<file path="config.mk">
export PLATFORM = sky130hd
export DESIGN_NAME = pmt_section_entry_parser_flat
export DESIGN_NICKNAME = d
export VERILOG_FILES = /design/src/rtl/pmtsp_pkg.sv /design/src/rtl/pmtsp_ifs.sv /design/src/rtl/pmtsp_core.sv /design/src/rtl/pmtsp_res_fifo.sv /design/src/rtl/pmt_section_entry_parser.sv /design/src/flat_wrapper.sv
export SDC_FILE = /design/constraint.sdc
export NUM_CORES = 1
export LEC_CHECK = 0
export BUFFER_PORTS_ARGS = -buffer_cell sky130_fd_sc_hd__buf_2
export CAP_MARGIN = 20
export CORE_MARGIN = 10
export CORE_UTILIZATION = 30
export DETAILED_ROUTE_END_ITERATION = 16
export HOLD_SLACK_MARGIN = 0.12
export REMOVE_ABC_BUFFERS = 1
export SETUP_SLACK_MARGIN = 0.5
export SLEW_MARGIN = 20
export SYNTH_ARGS = -nofsm -noshare
export SYNTH_HDL_FRONTEND = slang
export SYNTH_SLANG_ARGS = --single-unit
</file>
<file path="constraint.sdc">
create_clock -name clk -period 6.2 [get_ports clk]
set_input_delay 0.62 -clock clk [delete_from_list [all_inputs] [get_ports clk]]
set_output_delay 0.62 -clock clk [all_outputs]
set_load 0.005 [all_outputs]
</file>
<file path="src/rtl/pmtsp_pkg.sv">
// shared types and constants of the program map section entry parser
// no dependencies; used by core, queue and top through scoped names
package pmtsp_pkg;

  localparam int unsigned SKIP_COUNT_BITS_DEF = 12;
  localparam int unsigned LEN_FIELD_BITS      = 12;
  localparam int unsigned RES_FIFO_DEPTH      = 4;

  localparam logic [7:0] EXPECTED_ID_RESET = 8'h02;
  localparam logic [4:0] PID_HIGH_MASK     = 5'h1F;
  localparam logic [3:0] LEN_HIGH_MASK     = 4'h0F;
  localparam logic [2:0] ENTRY_FIXED_BYTES = 3'd5;
  localparam logic [2:0] HEADER_BYTES      = 3'd4;

  // result kinds
  localparam logic [1:0] KIND_PCR    = 2'd0;
  localparam logic [1:0] KIND_ENTRY  = 2'd1;
  localparam logic [1:0] KIND_DONE   = 2'd2;
  localparam logic [1:0] KIND_REJECT = 2'd3;

  typedef enum logic [2:0] {
    PH_IDLE       = 3'd0,
    PH_HEADER     = 3'd1,
    PH_PROG_SKIP  = 3'd2,
    PH_ENTRY      = 3'd3,
    PH_ENTRY_SKIP = 3'd4
  } phase_t;

  typedef struct packed {
    logic [1:0]  result_kind;
    logic [12:0] pid_value;
    logic [7:0]  stream_type;
    logic [7:0]  entry_number;
    logic        truncated;
    logic        end_of_run;
  } result_t;

endpackage

</file>
<file path="src/rtl/pmtsp_ifs.sv">
// valid/ready channel interfaces of the section parser
// byte input, result output and the table id write port; no dependencies
interface pmtsp_in_if;
  logic       valid;
  logic       ready;
  logic [7:0] data_byte;
  logic       first_byte;
  logic       last_byte;
  logic [7:0] section_table_id;

  modport source (output valid, data_byte, first_byte, last_byte, section_table_id,
                  input ready);
  modport sink (input valid, data_byte, first_byte, last_byte, section_table_id,
                output ready);
endinterface

interface pmtsp_out_if;
  logic        valid;
  logic        ready;
  logic [1:0]  result_kind;
  logic [12:0] pid_value;
  logic [7:0]  stream_type;
  logic [7:0]  entry_number;
  logic        truncated;
  logic        end_of_run;

  modport source (output valid, result_kind, pid_value, stream_type, entry_number,
                  truncated, end_of_run, input ready);
  modport sink (input valid, result_kind, pid_value, stream_type, entry_number,
                truncated, end_of_run, output ready);
endinterface

interface pmtsp_cfg_if;
  logic       valid;
  logic       ready;
  logic [7:0] data;

  modport source (output valid, data, input ready);
  modport sink (input valid, data, output ready);
endinterface

</file>
<file path="src/rtl/pmtsp_core.sv">
// section parsing state machine: one byte per transfer, up to two results
// depends on pmtsp_pkg
module pmtsp_core #(
  parameter int unsigned SKIP_COUNT_BITS = pmtsp_pkg::SKIP_COUNT_BITS_DEF
) (
  input  logic               clk,
  input  logic               rst_n,
  input  logic               take,
  input  logic [7:0]         data_byte,
  input  logic               first_byte,
  input  logic               last_byte,
  input  logic [7:0]         section_table_id,
  input  logic [7:0]         expected_id,
  output logic [1:0]         res_cnt,
  output pmtsp_pkg::result_t res0,
  output pmtsp_pkg::result_t res1
);

  localparam int unsigned LB = pmtsp_pkg::LEN_FIELD_BITS;

  pmtsp_pkg::phase_t          phase_r, phase_nxt;
  logic [2:0]                 bif_r, bif_nxt;
  logic [SKIP_COUNT_BITS-1:0] skip_r, skip_nxt;
  logic [7:0]                 stype_r, stype_nxt;
  logic [4:0]                 pidh_r, pidh_nxt;
  logic [3:0]                 lenh_r, lenh_nxt;
  logic [7:0]                 cnt_r, cnt_nxt;

  logic [LB-1:0]              len12;
  logic [SKIP_COUNT_BITS-1:0] skip_len;
  pmtsp_pkg::result_t         rec;

  always_ff @(posedge clk) begin
    if (!rst_n) begin
      phase_r <= pmtsp_pkg::PH_IDLE;
      bif_r   <= '0;
      skip_r  <= '0;
      cnt_r   <= '0;
    end else if (take) begin
      phase_r <= phase_nxt;
      bif_r   <= bif_nxt;
      skip_r  <= skip_nxt;
      cnt_r   <= cnt_nxt;
    end
  end

  // held bytes are always written before they are read within a section
  always_ff @(posedge clk) begin
    if (take) begin
      stype_r <= stype_nxt;
      pidh_r  <= pidh_nxt;
      lenh_r  <= lenh_nxt;
    end
  end

  always_comb begin
    phase_nxt = phase_r;
    bif_nxt   = bif_r;
    skip_nxt  = skip_r;
    stype_nxt = stype_r;
    pidh_nxt  = pidh_r;
    lenh_nxt  = lenh_r;
    cnt_nxt   = cnt_r;
    res_cnt   = 2'd0;
    res0      = '0;
    res1      = '0;
    rec       = '0;

    len12 = {lenh_r, data_byte};
    // saturate a length that is wider than the skip counter
    if ((LB > SKIP_COUNT_BITS) && ((len12 >> SKIP_COUNT_BITS) != '0)) begin
      skip_len = '1;
    end else begin
      skip_len = SKIP_COUNT_BITS'(len12);
    end

    if (first_byte) begin
      phase_nxt = pmtsp_pkg::PH_HEADER;
      bif_nxt   = '0;
      skip_nxt  = '0;
      cnt_nxt   = '0;
      if (section_table_id != expected_id) begin
        rec             = '0;
        rec.result_kind = pmtsp_pkg::KIND_REJECT;
        res0            = rec;
        res_cnt         = 2'd1;
        phase_nxt       = pmtsp_pkg::PH_IDLE;
      end
    end

    if (phase_nxt != pmtsp_pkg::PH_IDLE) begin
      case (phase_nxt)
        pmtsp_pkg::PH_HEADER: begin
          case (bif_nxt)
            3'd0: begin
              pidh_nxt = data_byte[4:0] & pmtsp_pkg::PID_HIGH_MASK;
              bif_nxt  = 3'd1;
            end
            3'd1: begin
              rec             = '0;
              rec.result_kind = pmtsp_pkg::KIND_PCR;
              rec.pid_value   = {pidh_r, data_byte};
              res0            = rec;
              res_cnt         = 2'd1;
              bif_nxt         = 3'd2;
            end
            3'd2: begin
              lenh_nxt = data_byte[3:0] & pmtsp_pkg::LEN_HIGH_MASK;
              bif_nxt  = pmtsp_pkg::HEADER_BYTES - 3'd1;
            end
            default: begin
              skip_nxt  = skip_len;
              phase_nxt = (skip_len != '0) ? pmtsp_pkg::PH_PROG_SKIP : pmtsp_pkg::PH_ENTRY;
              bif_nxt   = '0;
            end
          endcase
        end
        pmtsp_pkg::PH_ENTRY: begin
          case (bif_nxt)
            3'd0: begin
              stype_nxt = data_byte;
              bif_nxt   = 3'd1;
            end
            3'd1: begin
              pidh_nxt = data_byte[4:0] & pmtsp_pkg::PID_HIGH_MASK;
              bif_nxt  = 3'd2;
            end
            3'd2: begin
              rec              = '0;
              rec.result_kind  = pmtsp_pkg::KIND_ENTRY;
              rec.pid_value    = {pidh_r, data_byte};
              rec.stream_type  = stype_r;
              rec.entry_number = cnt_r;
              res0             = rec;
              res_cnt          = 2'd1;
              if (cnt_r != 8'hFF) begin
                cnt_nxt = cnt_r + 8'd1;
              end
              bif_nxt = 3'd3;
            end
            3'd3: begin
              lenh_nxt = data_byte[3:0] & pmtsp_pkg::LEN_HIGH_MASK;
              bif_nxt  = pmtsp_pkg::ENTRY_FIXED_BYTES - 3'd1;
            end
            default: begin
              skip_nxt  = skip_len;
              phase_nxt = (skip_len != '0) ? pmtsp_pkg::PH_ENTRY_SKIP : pmtsp_pkg::PH_ENTRY;
              bif_nxt   = '0;
            end
          endcase
        end
        default: begin
          // descriptor loops of the program or of an entry
          if (skip_nxt != '0) begin
            skip_nxt = skip_nxt - 1'b1;
          end
          if (skip_nxt == '0) begin
            phase_nxt = pmtsp_pkg::PH_ENTRY;
            bif_nxt   = '0;
          end
        end
      endcase

      if (last_byte) begin
        rec              = '0;
        rec.result_kind  = pmtsp_pkg::KIND_DONE;
        rec.entry_number = cnt_nxt;
        rec.truncated    = !((phase_nxt == pmtsp_pkg::PH_ENTRY) && (bif_nxt == 3'd0));
        if (res_cnt == 2'd0) begin
          res0 = rec;
        end else begin
          res1 = rec;
        end
        res_cnt   = res_cnt + 2'd1;
        phase_nxt = pmtsp_pkg::PH_IDLE;
        bif_nxt   = '0;
      end
    end

    if (res_cnt == 2'd1) begin
      res0.end_of_run = 1'b1;
    end
    if (res_cnt == 2'd2) begin
      res1.end_of_run = 1'b1;
    end
  end

  // skip phases are entered only with a nonzero count
  a_skip_nonzero: assert property (@(posedge clk) disable iff (!rst_n)
    (phase_r == pmtsp_pkg::PH_PROG_SKIP || phase_r == pmtsp_pkg::PH_ENTRY_SKIP)
      |-> (skip_r != '0))
    else $error("skip phase with zero count");

  a_idle_quiet: assert property (@(posedge clk) disable iff (!rst_n)
    (take && !first_byte && phase_r == pmtsp_pkg::PH_IDLE) |-> (res_cnt == 2'd0))
    else $error("result from a byte outside a section");

  a_reject_alone: assert property (@(posedge clk) disable iff (!rst_n)
    (res_cnt == 2'd2) |-> (res0.result_kind != pmtsp_pkg::KIND_REJECT
                           && res1.result_kind == pmtsp_pkg::KIND_DONE))
    else $error("bad result pair");

  a_reject_idles: assert property (@(posedge clk) disable iff (!rst_n)
    (take && res_cnt != 2'd0 && res0.result_kind == pmtsp_pkg::KIND_REJECT)
      |=> (phase_r == pmtsp_pkg::PH_IDLE))
    else $error("rejected section left open");

endmodule

</file>
<file path="src/rtl/pmtsp_res_fifo.sv">
// small result queue: up to two writes and one read per cycle
// depends on pmtsp_pkg
module pmtsp_res_fifo (
  input  logic               clk,
  input  logic               rst_n,
  input  logic [1:0]         push_cnt,
  input  pmtsp_pkg::result_t push0,
  input  pmtsp_pkg::result_t push1,
  input  logic               pop,
  output logic               room2,
  output logic               not_empty,
  output pmtsp_pkg::result_t head
);

  localparam int unsigned DEPTH = pmtsp_pkg::RES_FIFO_DEPTH;
  localparam int unsigned PW    = $clog2(DEPTH);
  localparam int unsigned CW    = $clog2(DEPTH + 1);

  pmtsp_pkg::result_t slot_r [DEPTH];
  logic [PW-1:0]      wr_ptr_r, wr_ptr_nxt;
  logic [PW-1:0]      rd_ptr_r, rd_ptr_nxt;
  logic [CW-1:0]      count_r, count_nxt;
  logic [PW-1:0]      wr_ptr_p1;

  assign wr_ptr_p1 = wr_ptr_r + 1'b1;
  assign room2     = (count_r <= CW'(DEPTH - 2));
  assign not_empty = (count_r != '0);
  assign head      = slot_r[rd_ptr_r];

  always_comb begin
    wr_ptr_nxt = wr_ptr_r + PW'(push_cnt);
    rd_ptr_nxt = rd_ptr_r + PW'(pop);
    count_nxt  = count_r + CW'(push_cnt) - CW'(pop);
  end

  always_ff @(posedge clk) begin
    if (!rst_n) begin
      wr_ptr_r <= '0;
      rd_ptr_r <= '0;
      count_r  <= '0;
    end else begin
      wr_ptr_r <= wr_ptr_nxt;
      rd_ptr_r <= rd_ptr_nxt;
      count_r  <= count_nxt;
    end
  end

  always_ff @(posedge clk) begin
    if (push_cnt != 2'd0) begin
      slot_r[wr_ptr_r] <= push0;
    end
    if (push_cnt == 2'd2) begin
      slot_r[wr_ptr_p1] <= push1;
    end
  end

  a_no_overflow: assert property (@(posedge clk) disable iff (!rst_n)
    (push_cnt != 2'd0) |-> room2)
    else $error("result queue overflow");

  a_no_underflow: assert property (@(posedge clk) disable iff (!rst_n)
    pop |-> not_empty)
    else $error("result queue underflow");

  a_count_track: assert property (@(posedge clk) disable iff (!rst_n)
    (push_cnt == 2'd0 && !pop) |=> $stable(count_r))
    else $error("queue count moved without traffic");

endmodule

</file>
<file path="src/rtl/pmt_section_entry_parser.sv">
// program map section entry parser: one section byte per transfer
// a result is written to the result queue and read out from its head
// throughput one byte per cycle while the queue has room for two results;
// a byte that causes two results fills two slots of the 4-entry queue
// rst_n is synchronous: parser idles, queue empties, table id returns to 0x02
module pmt_section_entry_parser #(
  parameter int unsigned SKIP_COUNT_BITS = pmtsp_pkg::SKIP_COUNT_BITS_DEF
) (
  input  logic        clk,
  input  logic        rst_n,
  pmtsp_in_if.sink    in_ch,
  pmtsp_out_if.source out_ch,
  pmtsp_cfg_if.sink   cfg_ch
);

  logic [7:0]         exp_id_r;
  logic               take;
  logic               pop;
  logic               room2;
  logic               not_empty;
  logic [1:0]         res_cnt;
  pmtsp_pkg::result_t res0;
  pmtsp_pkg::result_t res1;
  pmtsp_pkg::result_t head;

  assign cfg_ch.ready = 1'b1;

  always_ff @(posedge clk) begin
    if (!rst_n) begin
      exp_id_r <= pmtsp_pkg::EXPECTED_ID_RESET;
    end else if (cfg_ch.valid) begin
      exp_id_r <= cfg_ch.data;
    end
  end

  // accept only while the queue can hold the two results a byte may cause
  assign in_ch.ready = room2;
  assign take        = in_ch.valid && room2;
  assign pop         = out_ch.ready && not_empty;

  pmtsp_core #(
    .SKIP_COUNT_BITS (SKIP_COUNT_BITS)
  ) u_core (
    .clk              (clk),
    .rst_n            (rst_n),
    .take             (take),
    .data_byte        (in_ch.data_byte),
    .first_byte       (in_ch.first_byte),
    .last_byte        (in_ch.last_byte),
    .section_table_id (in_ch.section_table_id),
    .expected_id      (exp_id_r),
    .res_cnt          (res_cnt),
    .res0             (res0),
    .res1             (res1)
  );

  pmtsp_res_fifo u_fifo (
    .clk       (clk),
    .rst_n     (rst_n),
    .push_cnt  (take ? res_cnt : 2'd0),
    .push0     (res0),
    .push1     (res1),
    .pop       (pop),
    .room2     (room2),
    .not_empty (not_empty),
    .head      (head)
  );

  assign out_ch.valid        = not_empty;
  assign out_ch.result_kind  = head.result_kind;
  assign out_ch.pid_value    = head.pid_value;
  assign out_ch.stream_type  = head.stream_type;
  assign out_ch.entry_number = head.entry_number;
  assign out_ch.truncated    = head.truncated;
  assign out_ch.end_of_run   = head.end_of_run;

  a_in_ready_room: assert property (@(posedge clk) disable iff (!rst_n)
    in_ch.ready == room2)
    else $error("input ready does not follow queue room");

  a_out_after_take: assert property (@(posedge clk) disable iff (!rst_n)
    (take && res_cnt != 2'd0) |=> out_ch.valid)
    else $error("result lost after byte transfer");

  a_cfg_hold: assert property (@(posedge clk) disable iff (!rst_n)
    !$past(cfg_ch.valid) |-> $stable(exp_id_r))
    else $error("table id changed without a write");

endmodule
</file>
<file path="src/flat_wrapper.sv">
// flat-port wrapper written by rule: the top's interface ports become plain ports
module pmt_section_entry_parser_flat 
#(
  parameter int unsigned SKIP_COUNT_BITS = pmtsp_pkg::SKIP_COUNT_BITS_DEF
)
  (clk, rst_n, in_ch_valid, in_ch_data_byte, in_ch_first_byte, in_ch_last_byte, in_ch_section_table_id, in_ch_ready, out_ch_valid, out_ch_result_kind, out_ch_pid_value, out_ch_stream_type, out_ch_entry_number, out_ch_truncated, out_ch_end_of_run, out_ch_ready, cfg_ch_valid, cfg_ch_data, cfg_ch_ready);
  pmtsp_in_if in_ch_i ();
  pmtsp_out_if out_ch_i ();
  pmtsp_cfg_if cfg_ch_i ();
  input  logic clk;
  input  logic rst_n;
  input wire logic [$bits(in_ch_i.valid)-1:0] in_ch_valid;
  input wire logic [$bits(in_ch_i.data_byte)-1:0] in_ch_data_byte;
  input wire logic [$bits(in_ch_i.first_byte)-1:0] in_ch_first_byte;
  input wire logic [$bits(in_ch_i.last_byte)-1:0] in_ch_last_byte;
  input wire logic [$bits(in_ch_i.section_table_id)-1:0] in_ch_section_table_id;
  output wire logic [$bits(in_ch_i.ready)-1:0] in_ch_ready;
  output wire logic [$bits(out_ch_i.valid)-1:0] out_ch_valid;
  output wire logic [$bits(out_ch_i.result_kind)-1:0] out_ch_result_kind;
  output wire logic [$bits(out_ch_i.pid_value)-1:0] out_ch_pid_value;
  output wire logic [$bits(out_ch_i.stream_type)-1:0] out_ch_stream_type;
  output wire logic [$bits(out_ch_i.entry_number)-1:0] out_ch_entry_number;
  output wire logic [$bits(out_ch_i.truncated)-1:0] out_ch_truncated;
  output wire logic [$bits(out_ch_i.end_of_run)-1:0] out_ch_end_of_run;
  input wire logic [$bits(out_ch_i.ready)-1:0] out_ch_ready;
  input wire logic [$bits(cfg_ch_i.valid)-1:0] cfg_ch_valid;
  input wire logic [$bits(cfg_ch_i.data)-1:0] cfg_ch_data;
  output wire logic [$bits(cfg_ch_i.ready)-1:0] cfg_ch_ready;
  assign in_ch_i.valid = in_ch_valid;
  assign in_ch_i.data_byte = in_ch_data_byte;
  assign in_ch_i.first_byte = in_ch_first_byte;
  assign in_ch_i.last_byte = in_ch_last_byte;
  assign in_ch_i.section_table_id = in_ch_section_table_id;
  assign in_ch_ready = in_ch_i.ready;
  assign out_ch_valid = out_ch_i.valid;
  assign out_ch_result_kind = out_ch_i.result_kind;
  assign out_ch_pid_value = out_ch_i.pid_value;
  assign out_ch_stream_type = out_ch_i.stream_type;
  assign out_ch_entry_number = out_ch_i.entry_number;
  assign out_ch_truncated = out_ch_i.truncated;
  assign out_ch_end_of_run = out_ch_i.end_of_run;
  assign out_ch_i.ready = out_ch_ready;
  assign cfg_ch_i.valid = cfg_ch_valid;
  assign cfg_ch_i.data = cfg_ch_data;
  assign cfg_ch_ready = cfg_ch_i.ready;
  pmt_section_entry_parser #(.SKIP_COUNT_BITS(SKIP_COUNT_BITS)) u_core (.clk(clk), .rst_n(rst_n), .in_ch(in_ch_i), .out_ch(out_ch_i), .cfg_ch(cfg_ch_i));
endmodule
</file>
==> impl_metrics.json <==
{
  "status": "complete, no violations",
  "fin_tns_setup_ns": 0,
  "synthMuxAreaShare_pct": 10.8,
  "finalCriticalPeriod_ns": 4.18,
  "drt_first_pass_iters": 5,
  "place_ws_ns": 1.62,
  "die_w_um": 198,
  "critPathMaxFanout": 23,
  "critPathMaxStageDelay_ns": 0.61,
  "final_max_slew_viol_count": 0,
  "postCtsHoldBufs": 0,
  "worst-setup-path-type": "flop to flop",
  "yosys_warnings": 0,
  "fin_nets": 982,
  "cp_num_buf_inv": 4,
  "whs_path_depth": 3,
  "placed_area_mm2": 0.0100,
  "synth_xor_xnor_area_share_pct": 1.66,
  "crit_path_end_kind": "flop",
  "core_area_mm2": 0.0314,
  "num_io_pins": 67,
  "setup_ws_ns": 2.02,
  "cellPowerDensity_mw_per_mm2": 278,
  "crit_path_frequent_cell": "buf_4",
  "ir_drop_v": 0.000186,
  "fin_crit_sh_pct": 67.4,
  "rsz0062_at_grt": "no",
  "cts_sinks": 190,
  "drc": 0,
  "drv_cap": 0,
  "cts_resized": 0,
  "worst_pin_slew_ns": 0.990,
  "viasPerCell": 5.57,
  "yosys_register_bits": 190,
  "vias": 7562,
  "netlist_instances": 917,
  "numCtsBuffers": 17,
  "grt_usage_pct": 13.7,
  "drt_wl_total_um": 26900,
  "arrival_ns": 4.25,
  "antenna_found_initial": 1,
  "die_area_mm2": 0.0391,
  "critPathSlowestCell": "nor4_1",
  "start_util_pct": 30.2,
  "setup_viol": 0,
  "grt_pass1_wl_um": 42600,
  "finalHoldViolCount": 0,
  "ctsHtreeMaxLevel": 4,
  "path_cells": "xor2_1 -> nor4_1 -> a21oi_1 -> nor2_1 -> inv_2 -> ha_1 -> nand2_1 -> nand4b_1 -> or3_1 -> buf_4 -> and2_1 -> buf_4 -> inv_1",
  "ys_types": 83,
  "synth_edf_count": 61,
  "regToRegSetupSlack_ns": 2.02,
  "drtIter0Drc": 643,
  "wl_per_cell_um": 19.8,
  "critical_path.top_delay_family": "simple AND/OR/NAND/NOR gates",
  "cts_root_buf": "clkbuf_16",
  "clock_latency_ns": 0.44,
  "cts_tree": "built",
  "seq_area_frac_synth_pct": 46.6,
  "die_y_um": 198,
  "layout-drive-gt1-share_pct": 19.3,
  "place_congestion": 0.865,
  "dp_hpwl_um": 18000,
  "slew-limit-headroom_pct": 33.8,
  "worstSetupPathDepth": 13,
  "io_buffers": 65,
  "synth-simple-area-share_pct": 14.0,
  "synth_area_mm2": 0.00948,
  "grt-ovfl-total": 0,
  "crit_required_ns": 6.27,
  "syn_to_final_growth_pct": 12.4,
  "synth_flop_cell": "dfxtp_1",
  "design_area_mm2": 0.0107,
  "antenna_left": 0,
  "num_rows": 65,
  "synth_compound_area_share_pct": 20.5,
  "grt_max_degree": 56,
  "p_leak_uw": 0.00366,
  "skew_ns": 0.0153,
  "synthArstFlopShare_pct": 0,
  "synthAdderAreaFrac_pct": 1.27,
  "cts.clk_slew.worst_paths_ns": 0.08,
  "fmax_mhz": 239,
  "worstRegToRegCells": 13,
  "synth.avg_cell_area_um2": 10.3,
  "antenna_cells": 0,
  "start_kind": "flop",
  "clockBufferDepth": 2,
  "cts_setup_buffers": 0,
  "first_global_vias": 7385,
  "hold_class": "input port to flop",
  "fillerInstances": 3169,
  "synth_top_family_by_area": "compound AO/OA/AOI/OAI gates"
}
## cells in the final DEF (no fill, tap or decap), types with 10 or more instances in the layout
cell,instances
a21oi_1,38
and2_1,10
buf_2,65
buf_4,23
clkbuf_16,18
dfxtp_1,127
edfxtp_1,61
inv_1,16
mux2i_1,22
mux4_2,33
nand2_1,66
nand2b_1,10
nand3_1,40
nor2_1,56
nor3_1,17
o21ai_0,59
o22ai_1,39
o2bb2ai_1,66
xor2_1,11
## logic make-up after synthesis
group / Yosys count
XOR/XNOR: 18
AO/OA/AOI/OAI: 279
flip-flops: 190
adder cells (fa/ha/maj): 9
multiplexers: 60
AND/OR/NAND/NOR: 261
buffers and inverters: 99
other: 1
## flip-flops by register name (all words and copies together), names as in the netlist, 4 cells and up
register               count
u_core.u_core.lenh_r       4
u_core.u_core.pidh_r       5
u_core.u_core.cnt_r        8
u_core.u_core.stype_r      8
u_core.u_core.skip_r      12
u_core.exp_id_r            8
u_core.u_fifo.slot_r     132
## power by group
part / internal [µW] / switching (µW) / total [µW] / leakage [µW]
Combinational: 207 / 281 / 487 / 0.00172
Clock: 569 / 548 / 1120 / 0.000300
Sequential: 1320 / 33.9 / 1360 / 0.00164
Total: 2100 / 862 / 2960 / 0.00366
## tightest hold or removal path, delay by kind of cell
| family | cells | cell delay, ns |
|---|---|---|
| buffers and inverters | 1 | 0.08 |
| AND/OR/NAND/NOR | 1 | 0.07 |
| multiplexers | 1 | 0.06 |
## cell type report
type                       count  area, µm²  area share [%]
multi-input combinational    628       4570            42.9
sequential                   190       4420            41.4
tap                          402        503            4.72
timing repair buffer          88        498            4.67
clock buffer                  18        450            4.23
clock inverter                14        158            1.48
inverter                      17       63.8           0.599
## per-stage QoR
stage / instances / utilization, % / hold WS (ns) / power, µW
after floorplan: 835 / - / 0.427 / 1690
after detailed placement: 1325 / 32.0 / 0.442 / 1880
final: 1357 / 33.9 / 0.415 / 2960
after CTS: 1357 / 33.9 / 0.401 / 2990
after global placement: 1325 / 32.0 / 0.440 / 1880
after global routing: 1357 / 33.9 / 0.422 / 3090
## synthesized netlist by cell type (all sizes together), types with 8 or more instances
cell type / count / share of area, %
a21oi: 38 / 2.0
a31oi: 9 / 0.59
and2: 13 / 0.88
buf: 28 / 1.8
clkbuf: 54 / 2.8
dfxtp: 129 / 27
edfxtp: 61 / 19
ha: 8 / 1.1
inv: 17 / 0.67
mux2i: 22 / 2.3
mux4: 33 / 7.8
nand2: 66 / 2.6
nand2b: 10 / 0.66
nand3: 40 / 2.1
nor2: 56 / 2.2
nor2b: 8 / 0.53
nor3: 17 / 0.90
nor4: 11 / 0.86
o21ai: 61 / 3.2
o22ai: 39 / 2.6
o2bb2ai: 66 / 6.1
xor2: 11 / 1.0
## layer usage
layer | routed length, µm | global-route usage (%)
met1 | 11900 | 18.1
met5 | 13 | 0
met2 | 12800 | 22.0
met3 | 1560 | 2.29
met4 | 610 | 5.35
## worst paths after layout
check	start	end
worst max-delay path	u_core.exp_id_r[5]	u_core.u_fifo.slot_r[1][1]
worst max register to register	u_core.exp_id_r[5]	u_core.u_fifo.slot_r[1][1]
worst min register to register	u_core.u_fifo.slot_r[1][31]	u_core.u_fifo.slot_r[1][31]
worst min-delay path	cfg_ch_data[4]	u_core.exp_id_r[4]
Note: power is estimated with default switching activity, not from simulation.
